===== config.mk =====
export PLATFORM = sky130hd
export DESIGN_NAME = ssm_ctrl
export DESIGN_NICKNAME = d
export VERILOG_FILES = /design/src/rtl/ssm_pkg.sv /design/src/rtl/ssm_ctrl.sv
export SDC_FILE = /design/constraint.sdc
export NUM_CORES = 1
export LEC_CHECK = 0
export ABC_CLOCK_PERIOD_IN_PS = 2000
export BUFFER_PORTS_ARGS = -buffer_cell sky130_fd_sc_hd__buf_2
export CAP_MARGIN = 20
export CORE_AREA = 2 2 39 41
export CTS_CLUSTER_DIAMETER = 40
export CTS_CLUSTER_SIZE = 12
export DETAILED_ROUTE_END_ITERATION = 6
export DIE_AREA = 0 0 41 43
export GPL_TIMING_DRIVEN = 0
export PLACE_DENSITY_LB_ADDON = 0.15
export SLEW_MARGIN = 15
export SYNTH_ARGS = -nofsm -noshare
export SYNTH_HDL_FRONTEND = slang
export SYNTH_SLANG_ARGS = --single-unit

===== constraint.sdc =====
create_clock -name clk -period 2 [get_ports clk]
set_clock_uncertainty 0.1 [all_clocks]
set_input_delay 0.2 -clock clk [delete_from_list [all_inputs] [get_ports clk]]
set_output_delay 0.2 -clock clk [all_outputs]
set_load 0.05 [all_outputs]

===== src/rtl/ssm_pkg.sv =====
// Shared constants, codes and control types of the steering mixer.
package ssm_pkg;

	localparam int SPEED_FRAC_BITS = 8;
	localparam int SPEED_W = 22;
	localparam int AXIS_W = 16;
	localparam int OP_W = 2;
	localparam int GAIN_W = 17;
	localparam int SUM_W = 35;

	localparam logic [OP_W-1:0] OP_PEDAL = 2'd0;
	localparam logic [OP_W-1:0] OP_TILLER = 2'd1;
	localparam logic [OP_W-1:0] OP_SPEED = 2'd2;
	localparam logic [OP_W-1:0] OP_GROUND = 2'd3;

	localparam logic [SPEED_W-1:0] KN20 = SPEED_W'(20 * (1 << SPEED_FRAC_BITS));
	localparam logic [SPEED_W-1:0] KN40 = SPEED_W'(40 * (1 << SPEED_FRAC_BITS));
	localparam logic [SPEED_W-1:0] KN80 = SPEED_W'(80 * (1 << SPEED_FRAC_BITS));
	localparam logic [SPEED_W+1:0] THIRD_KNOT_X3 = (SPEED_W+2)'(1 << SPEED_FRAC_BITS);

	localparam logic [GAIN_W-1:0] GAIN_ONE = 17'd65536;
	localparam logic [GAIN_W-1:0] PEDAL_FLOOR = 17'd5243;
	localparam logic [15:0] PEDAL_SPAN = 16'd60293;

	// tiller: (80kn - s) * 64 / 15, exact via reciprocal for numerators below 2^20
	localparam logic [20:0] TILLER_RECIP = 21'd1118482;
	// pedal: (s - 20kn) * span / 1024 / 5, exact via reciprocal below 2^21 / 3
	localparam logic [18:0] PEDAL_RECIP = 19'd419431;

	localparam logic signed [SUM_W-1:0] SUM_LIM = 35'sd1073741824;
	localparam logic signed [SUM_W-1:0] TRUNC_ADJ = 35'sd65535;

	typedef struct packed {
		logic load;
		logic gain;
		logic sel;
		logic mul;
		logic sum;
	} ssm_cmd_t;

endpackage


===== src/rtl/ssm_ctrl.sv =====
// Controller state machine sequencing one item through the mixer datapath.
module ssm_ctrl (
	input  logic              clk,
	input  logic              arst_n,
	input  logic              in_valid,
	output logic              in_ready,
	output logic              out_valid,
	input  logic              out_ready,
	output ssm_pkg::ssm_cmd_t cmd
);
	import ssm_pkg::*;

	localparam logic [2:0] ST_IDLE = 3'd0;
	localparam logic [2:0] ST_GAIN = 3'd1;
	localparam logic [2:0] ST_SEL  = 3'd2;
	localparam logic [2:0] ST_MUL  = 3'd3;
	localparam logic [2:0] ST_SUM  = 3'd4;

	logic [2:0] state_q;
	logic [2:0] state_d;
	logic       out_valid_q;

	assign in_ready  = (state_q == ST_IDLE);
	assign out_valid = out_valid_q;

	always_comb begin
		cmd.load = in_valid && (state_q == ST_IDLE);
		cmd.gain = (state_q == ST_GAIN);
		cmd.sel  = (state_q == ST_SEL);
		cmd.mul  = (state_q == ST_MUL);
		cmd.sum  = (state_q == ST_SUM) && (!out_valid_q || out_ready);
	end

	always_comb begin
		state_d = state_q;
		case (state_q)
			ST_IDLE: begin
				if (cmd.load) state_d = ST_GAIN;
			end
			ST_GAIN: state_d = ST_SEL;
			ST_SEL:  state_d = ST_MUL;
			ST_MUL:  state_d = ST_SUM;
			ST_SUM: begin
				if (cmd.sum) state_d = ST_IDLE;
			end
			default: state_d = ST_IDLE;
		endcase
	end

	always_ff @(posedge clk or negedge arst_n) begin
		if (!arst_n) begin
			state_q     <= ST_IDLE;
			out_valid_q <= 1'b0;
		end else begin
			state_q <= state_d;
			if (cmd.sum) begin
				out_valid_q <= 1'b1;
			end else if (out_ready) begin
				out_valid_q <= 1'b0;
			end
		end
	end
endmodule


==> results of run 1 <==
[timing repair]
item                                    in CTS  in global routing
buffers inserted                             0                  0
endpoints found under the hold margin        4                  0
hold buffers                                 1                  0
endpoints found under the setup margin       0                  0
[path summary, 6_finish.rpt]
path                             from    endpoint  slack [ps]
max reg2reg                state_q[1]  state_q[2]         820
max                        state_q[1]      cmd[0]         210
min reg2reg                 out_valid   out_valid         430
min                          in_valid  state_q[0]         150
max in group asynchronous      arst_n  state_q[0]        1480
min in group asynchronous      arst_n  state_q[2]         200
[critical path, cell delays in order, from the launching register on]
cell and delay [ps]:
sky130_fd_sc_hd__dfrtp_1 450, sky130_fd_sc_hd__or3b_4 450, sky130_fd_sc_hd__nor2b_2 110, sky130_fd_sc_hd__buf_2 260
[routing by layer]
metal	vias to the layer above	track usage, %	share of wire [%]
li1	93	-	-
met3	0	1.571	7.1
met1	74	8.469	52
met2	8	5.000	40
met4	0	8.000	0
met5	-	0	0
[sequential cells by signal, indices dropped and copies added (netlist names)]
signal / cells
state_q: 3
out_valid: 1
[layout make-up]
class	instances	share of cell area, %
flip-flops and latches	4	32.00
plain buffers	1	2.400
multi-input cells	14	32.80
well taps	16	6.400
repair buffers	11	19.20
clock buffers	3	7.200
[metrics by stage]
step                cell area, um^2  setup WS [ps]  std cells  utilization [%]
global route                  312.8          135.5         49            22.60
detailed placement            280.3          445.1         45            20.25
floorplan                     210.2          28.48         19                -
CTS                           312.8          190.8         49            22.60
global placement              280.3          448.6         45            20.25
finish                        312.8          209.1         49            22.60
[cell families (layout without fill, tap and decap cells)]
| group | after synthesis | after routing |
|---|---|---|
| compound gates | 1 | 1 |
| xor+xnor | 1 | 1 |
| buf+inv | 1 | 15 |
| flops | 4 | 4 |
| simple gates | 12 | 12 |
[synth_stat cells, drive strengths merged]
master	instances	area, um^2
and3b	1	8.760
nor3b	2	15.01
nor2b	1	8.760
and2	1	6.260
nor3	2	10.01
dfrtp	4	100.1
nand2b	1	6.260
xnor2	1	8.760
buf	1	7.510
o21bai	1	11.26
nand2	1	3.750
nor2	2	7.510
or3b	1	11.26
==> results.txt, run 1 <==
The number of global-route vias before repair is 167, and the area of the core is 1384 um^2. The most common library cell in the layout ignoring fill and taps is sky130_fd_sc_hd__buf_2. In this run the deepest clock path goes through 2 buffers. Across the whole layout, storage elements account for 100.1 um^2. The logs give 1 for the first-pass iteration count of the detailed router and 19 for the gate count after technology mapping. The floorplan step defined a die boundary enclosing 1763 um^2.

Leaving out fill and tap cells, the most frequent cells in the layout are sky130_fd_sc_hd__buf_2, sky130_fd_sc_hd__dfrtp_1, sky130_fd_sc_hd__clkbuf_4. The share of the cycle needed by the critical path after routing is 89.55%. Averaged over all synthesized cells, the footprint is 10.80 um^2. The largest net degree at the start of global routing is 8.

The root buffer cell chosen for the clock tree is sky130_fd_sc_hd__clkbuf_4. The overall routed net length is 420 um, and the total negative setup slack is 0 ps. The xor/xnor cell area share of the yosys netlist works out to 4.268%. The run gives 0 as the number of diodes. The post-layout minimum cycle time is 1791 ps, and the die extent in y is 43 um.

For the remaining design rule violation count, the log shows 0. After synthesis, the largest family of logic cells by area is simple AND/OR/NAND/NOR gates. For the part of the Yosys area used for sequential elements, the log shows 48.78%. For the detailed placer's ending HPWL, the log shows 312.4 um.

The min-delay analysis places its worst path in the category in -> reg. In the global route stage, overall resource usage came out at 5.746%. The combined area of the multi-input logic cells is 102.6 um^2, and the worst hold path cell count is 3. The logs give 0 for the number of antenna-violating nets in the routed design and 205.2 um^2 for the cell area after technology mapping. Of the total synthesized cell area, the portion taken by full adders, half adders and majority gates is 0%. The fraction of final layout cells sized beyond drive strength 1 is 54.55%, and the arrival time of the worst setup path is 1490 ps. For the pin with the worst max-slew slack, the measured transition is 250.7 ps. Setup violations remaining at the end of the flow were counted as 0. Number of cells on the worst reg-to-reg path: 2. The number of nets in the synthesized netlist is 23.

For the hold slack, the log shows 145.8 ps. The run finished with clean final reports. Once the floorplan was initialized, standard cells occupied 14.83% of the core. The fraction of the mapped netlist area in compound gates came out at 5.488%. Routability-driven placement finished with a final weighted congestion of 0.5616. Across the run, the number of max-cap violations was 0.

The critical path capture point type is an output pin. For the final number of hold-violating endpoints, the log shows 0. The simple-gate share of the synthesized area is 37.80%, and the H-tree depth reported by CTS is 1.

TritonCTS built the clock tree. The post-synthesis register bit count is 4. The number of warnings printed during yosys synthesis is 0, and the clock transition at the register clock pins on the worst setup and hold paths after CTS is 30 ps. In this run the count of I/O pins placed on the die edge is 11.

The number of max-slew violations in the final report came out at 0. The area growth from synthesis to layout is 52.44%. The upper clock frequency limit is 558.4 MHz, and the routed via count divided by cell count is 3.571.

Data on the critical path is required at its endpoint by 1700 ps. The tools report the initial antenna violation count as 0. The final layout contains 39 nets. In this run the worst path has a maximum fanout of 7. The number of gates resized after CTS was 0. The first-pass GRT wire length is 627 um, and the number of filler instances in the final layout is 161. Multiplexer cells account for 0% of the synthesized area.

CTS saw 4 sinks. The average wire per standard cell was 8.571 um. The worst setup path is of the reg -> out kind. The number of vias after detailed routing is 175, and the number of core rows is 14.

The horizontal extent of the die was 41 um. Clock buffer count from CTS: 3. The relative slew slack is 83.29%. The worst-skew pair later-pin latency is 230 ps.

After global routing the overflow that remains totals 0. The count of cell types in the netlist was 13; the port buffer count was 10. Setup repair after global routing left no endpoint under its margin. The first routing iteration left 0 violations. Element type at the critical path start: a flip-flop.
Power of run 1 is not shown: default switching activity piles up to over one toggle a cycle in this logic, so the estimate is an artifact.
==> inputs of run 2 (changes only) <==
Settings changed: BUFFER_PORTS_ARGS -buffer_cell sky130_fd_sc_hd__buf_2 to not set, DONT_BUFFER_PORTS set to 1.
==> results.txt, run 2 (synthesis gave the netlist of run 1 again) <==
The largest fanout of any net on the critical path is 7 (unchanged), and the number of max-slew violations in the final report is 0 (unchanged). For the number of filler instances in the final layout, the log shows 157 (-2.5%). The post-layout minimum cycle time is 1878 ps (+87.42 ps). The post-layout instance count excluding filler cells is 39 (-20%). The first-pass iteration count of the detailed router was 2 (+1); the arrival time of the worst setup path was 1580 ps (+90 ps). Horizontal extent of the die: 41 um (unchanged). The path class of the tightest hold or removal check is in -> reg. The initial antenna violation count is 0 (unchanged), and the clock transition at the register clock pins on the worst setup and hold paths after CTS is 30 ps (about the same).

The tools report the hold slack as 34.77 ps (-111.0 ps). The fraction of final layout cells sized beyond drive strength 1 is 47.83% (-6.7 points). The tools report the number of top-level pins as 11 (unchanged). The detailed placer's ending HPWL was 306.9 um (-1.8%).

The slowest cell on the critical path was sky130_fd_sc_hd__nor3_4. The die extent in y was 43 um (unchanged). For the final weighted congestion in routability-driven placement, the log shows 0.5928 (+5.6%). The number of cells in the design after placement is 35 (-22%), and the relative slew slack is 44.16% (-39 points). The worst setup path is launched from a flip-flop.

The average wire per standard cell is 10.18 um (+19%), and the critical path's largest stage delay is 540 ps (+90 ps). Largest net degree at the start of global routing: 8 (unchanged). The logs give 230 ps (about the same) for the worst-skew pair later-pin latency and 1763 um^2 (unchanged) for the area of the die.

The count of buffer and inverter cells on the critical path is 0 (-1). The run gives 0 (unchanged) as the number of antenna-violating nets in the routed design. The post-CTS repair timing setup buffer count was 0 (unchanged); the number of global-route vias before repair was 184 (+10%).

The remaining design rule violation count is 0 (unchanged). The tools report the number of max-cap violations as 0 (unchanged). In the layout the commonest cells are sky130_fd_sc_hd__dfrtp_1, sky130_fd_sc_hd__clkbuf_4, sky130_fd_sc_hd__nor3b_2, sky130_fd_sc_hd__nor2_1. For the required arrival time at the worst endpoint, the log shows 1700 ps (about the same). The number of flip-flops in the largest register was 3 (unchanged); the clock buffer count from CTS was 3 (unchanged). The port buffer count was 0 (-10); the actual transition at the worst max-transition pin was 834.0 ps (+583.2 ps). The run gives 166 (-5.1%) as the number of vias after detailed routing.

For the total overflow reported by the global router, the log shows 0 (unchanged). state_q holds more flip-flops than any other register. The net count of the finished layout is 29 (-26%).

Setup repair after global routing left no endpoint under its margin. The cell sitting at the root of the clock tree is a sky130_fd_sc_hd__clkbuf_4. The run gives 2 (unchanged) as the largest buffer count on any clock path. The first-pass GRT wire length was 710 um (+13%). The critical path goes through nor3_4 -> and2_4. The tools report the critical path capture point type as an output pin. The startpoint identified for the worst register-to-register timing path is state_q[2].

The number of core rows was 14 (unchanged). The H-tree depth reported by CTS is 1 (unchanged). The routed via count divided by cell count was 4.256 (+19%); the number of setup violations in the final report was 0 (unchanged).

TritonCTS built the clock tree. The number of clock sinks came out at 4 (unchanged). The total negative setup slack came out at 0 ps (unchanged). For the overall routed net length, the log shows 397 um (-5.5%). The class of the most critical setup path is reg -> out. The run finished with clean final reports. The starting density of the core was 14.83% (unchanged); the area of the core was 1384 um^2 (unchanged).

The aggregate global-route resource usage was 6.942% (+1.2 points); the area growth from synthesis to layout was 39.63%. The run gives 0 (unchanged) as the number of diodes. Broken down by cell family, the worst path's largest delay share belongs to simple AND/OR/NAND/NOR gates. Upper clock frequency limit: 532.4 MHz (-4.7%).

The share of the cycle needed by the critical path after routing was 93.92% (+4.4 points). The most common library cell in the layout ignoring fill and taps was sky130_fd_sc_hd__dfrtp_1. Final number of hold-violating endpoints: 0 (unchanged). The tools report the starting DRC count in detailed routing as 1 (+1). Tracing the worst setup path back leads to its startpoint at state_q[1]. The worst hold path begins at in_valid.
==> run 2: repair_timing <==
item	4_1_cts	5_1_grt
hold buffers	1	0
endpoints found under the hold margin	4	0
resized for setup	2	2
setup endpoints to repair	1	2
==> run 2: worst register-to-register path: cells and delay by family, from the launching register on <==
kind | cells | cell delay [ps]
DFF | 1 | 490
AOI/OAI and AO/OA | 1 | 110
and+or+nand+nor | 1 | 460
==> run 2: layout make-up <==
| type | count | area [um^2] | share of cell area [%] |
|---|---|---|---|
| tap | 16 | 20.02 | 6.987 |
| multi-input combinational | 14 | 126.4 | 44.10 |
| buffer | 1 | 7.507 | 2.620 |
| sequential | 4 | 100.1 | 34.93 |
| timing repair buffer | 1 | 10.01 | 3.493 |
| clock buffer | 3 | 22.52 | 7.860 |
==> run 2: stage by stage <==
step / util (%) / worst slack (ps) / area [um^2]
4_1_cts: 20.25 / 29.69 / 280.3
3_3_place_gp: 16.64 / -41.85 / 230.2
3_5_place_dp: 17.36 / -41.37 / 240.2
5_1_grt: 20.71 / 43.10 / 286.5
2_1_floorplan: - / 28.48 / 210.2
6_report: 20.71 / 121.7 / 286.5
==> run 2: final timing paths <==
check                      depth (start not counted)  slack [ps]          to
min in group asynchronous                          1         140   out_valid
max in group asynchronous                          1        1490  state_q[0]
hold reg to reg                                    1         520  state_q[1]
setup / recovery                                   2         120      cmd[4]
setup reg to reg                                   2         760  state_q[2]
hold / removal                                     2          30  state_q[0]
==> run 2: per-layer routing <==
metal | vias up | GRT usage, % | part of all wire, %
li1 | 72 | - | -
met1 | 82 | 6.796 | 43
met2 | 10 | 8.125 | 47
met3 | 2 | 6.806 | 8.1
met4 | 0 | 6.000 | 1.8
met5 | - | 0 | 0
Power of run 2 is left out for the same reason.
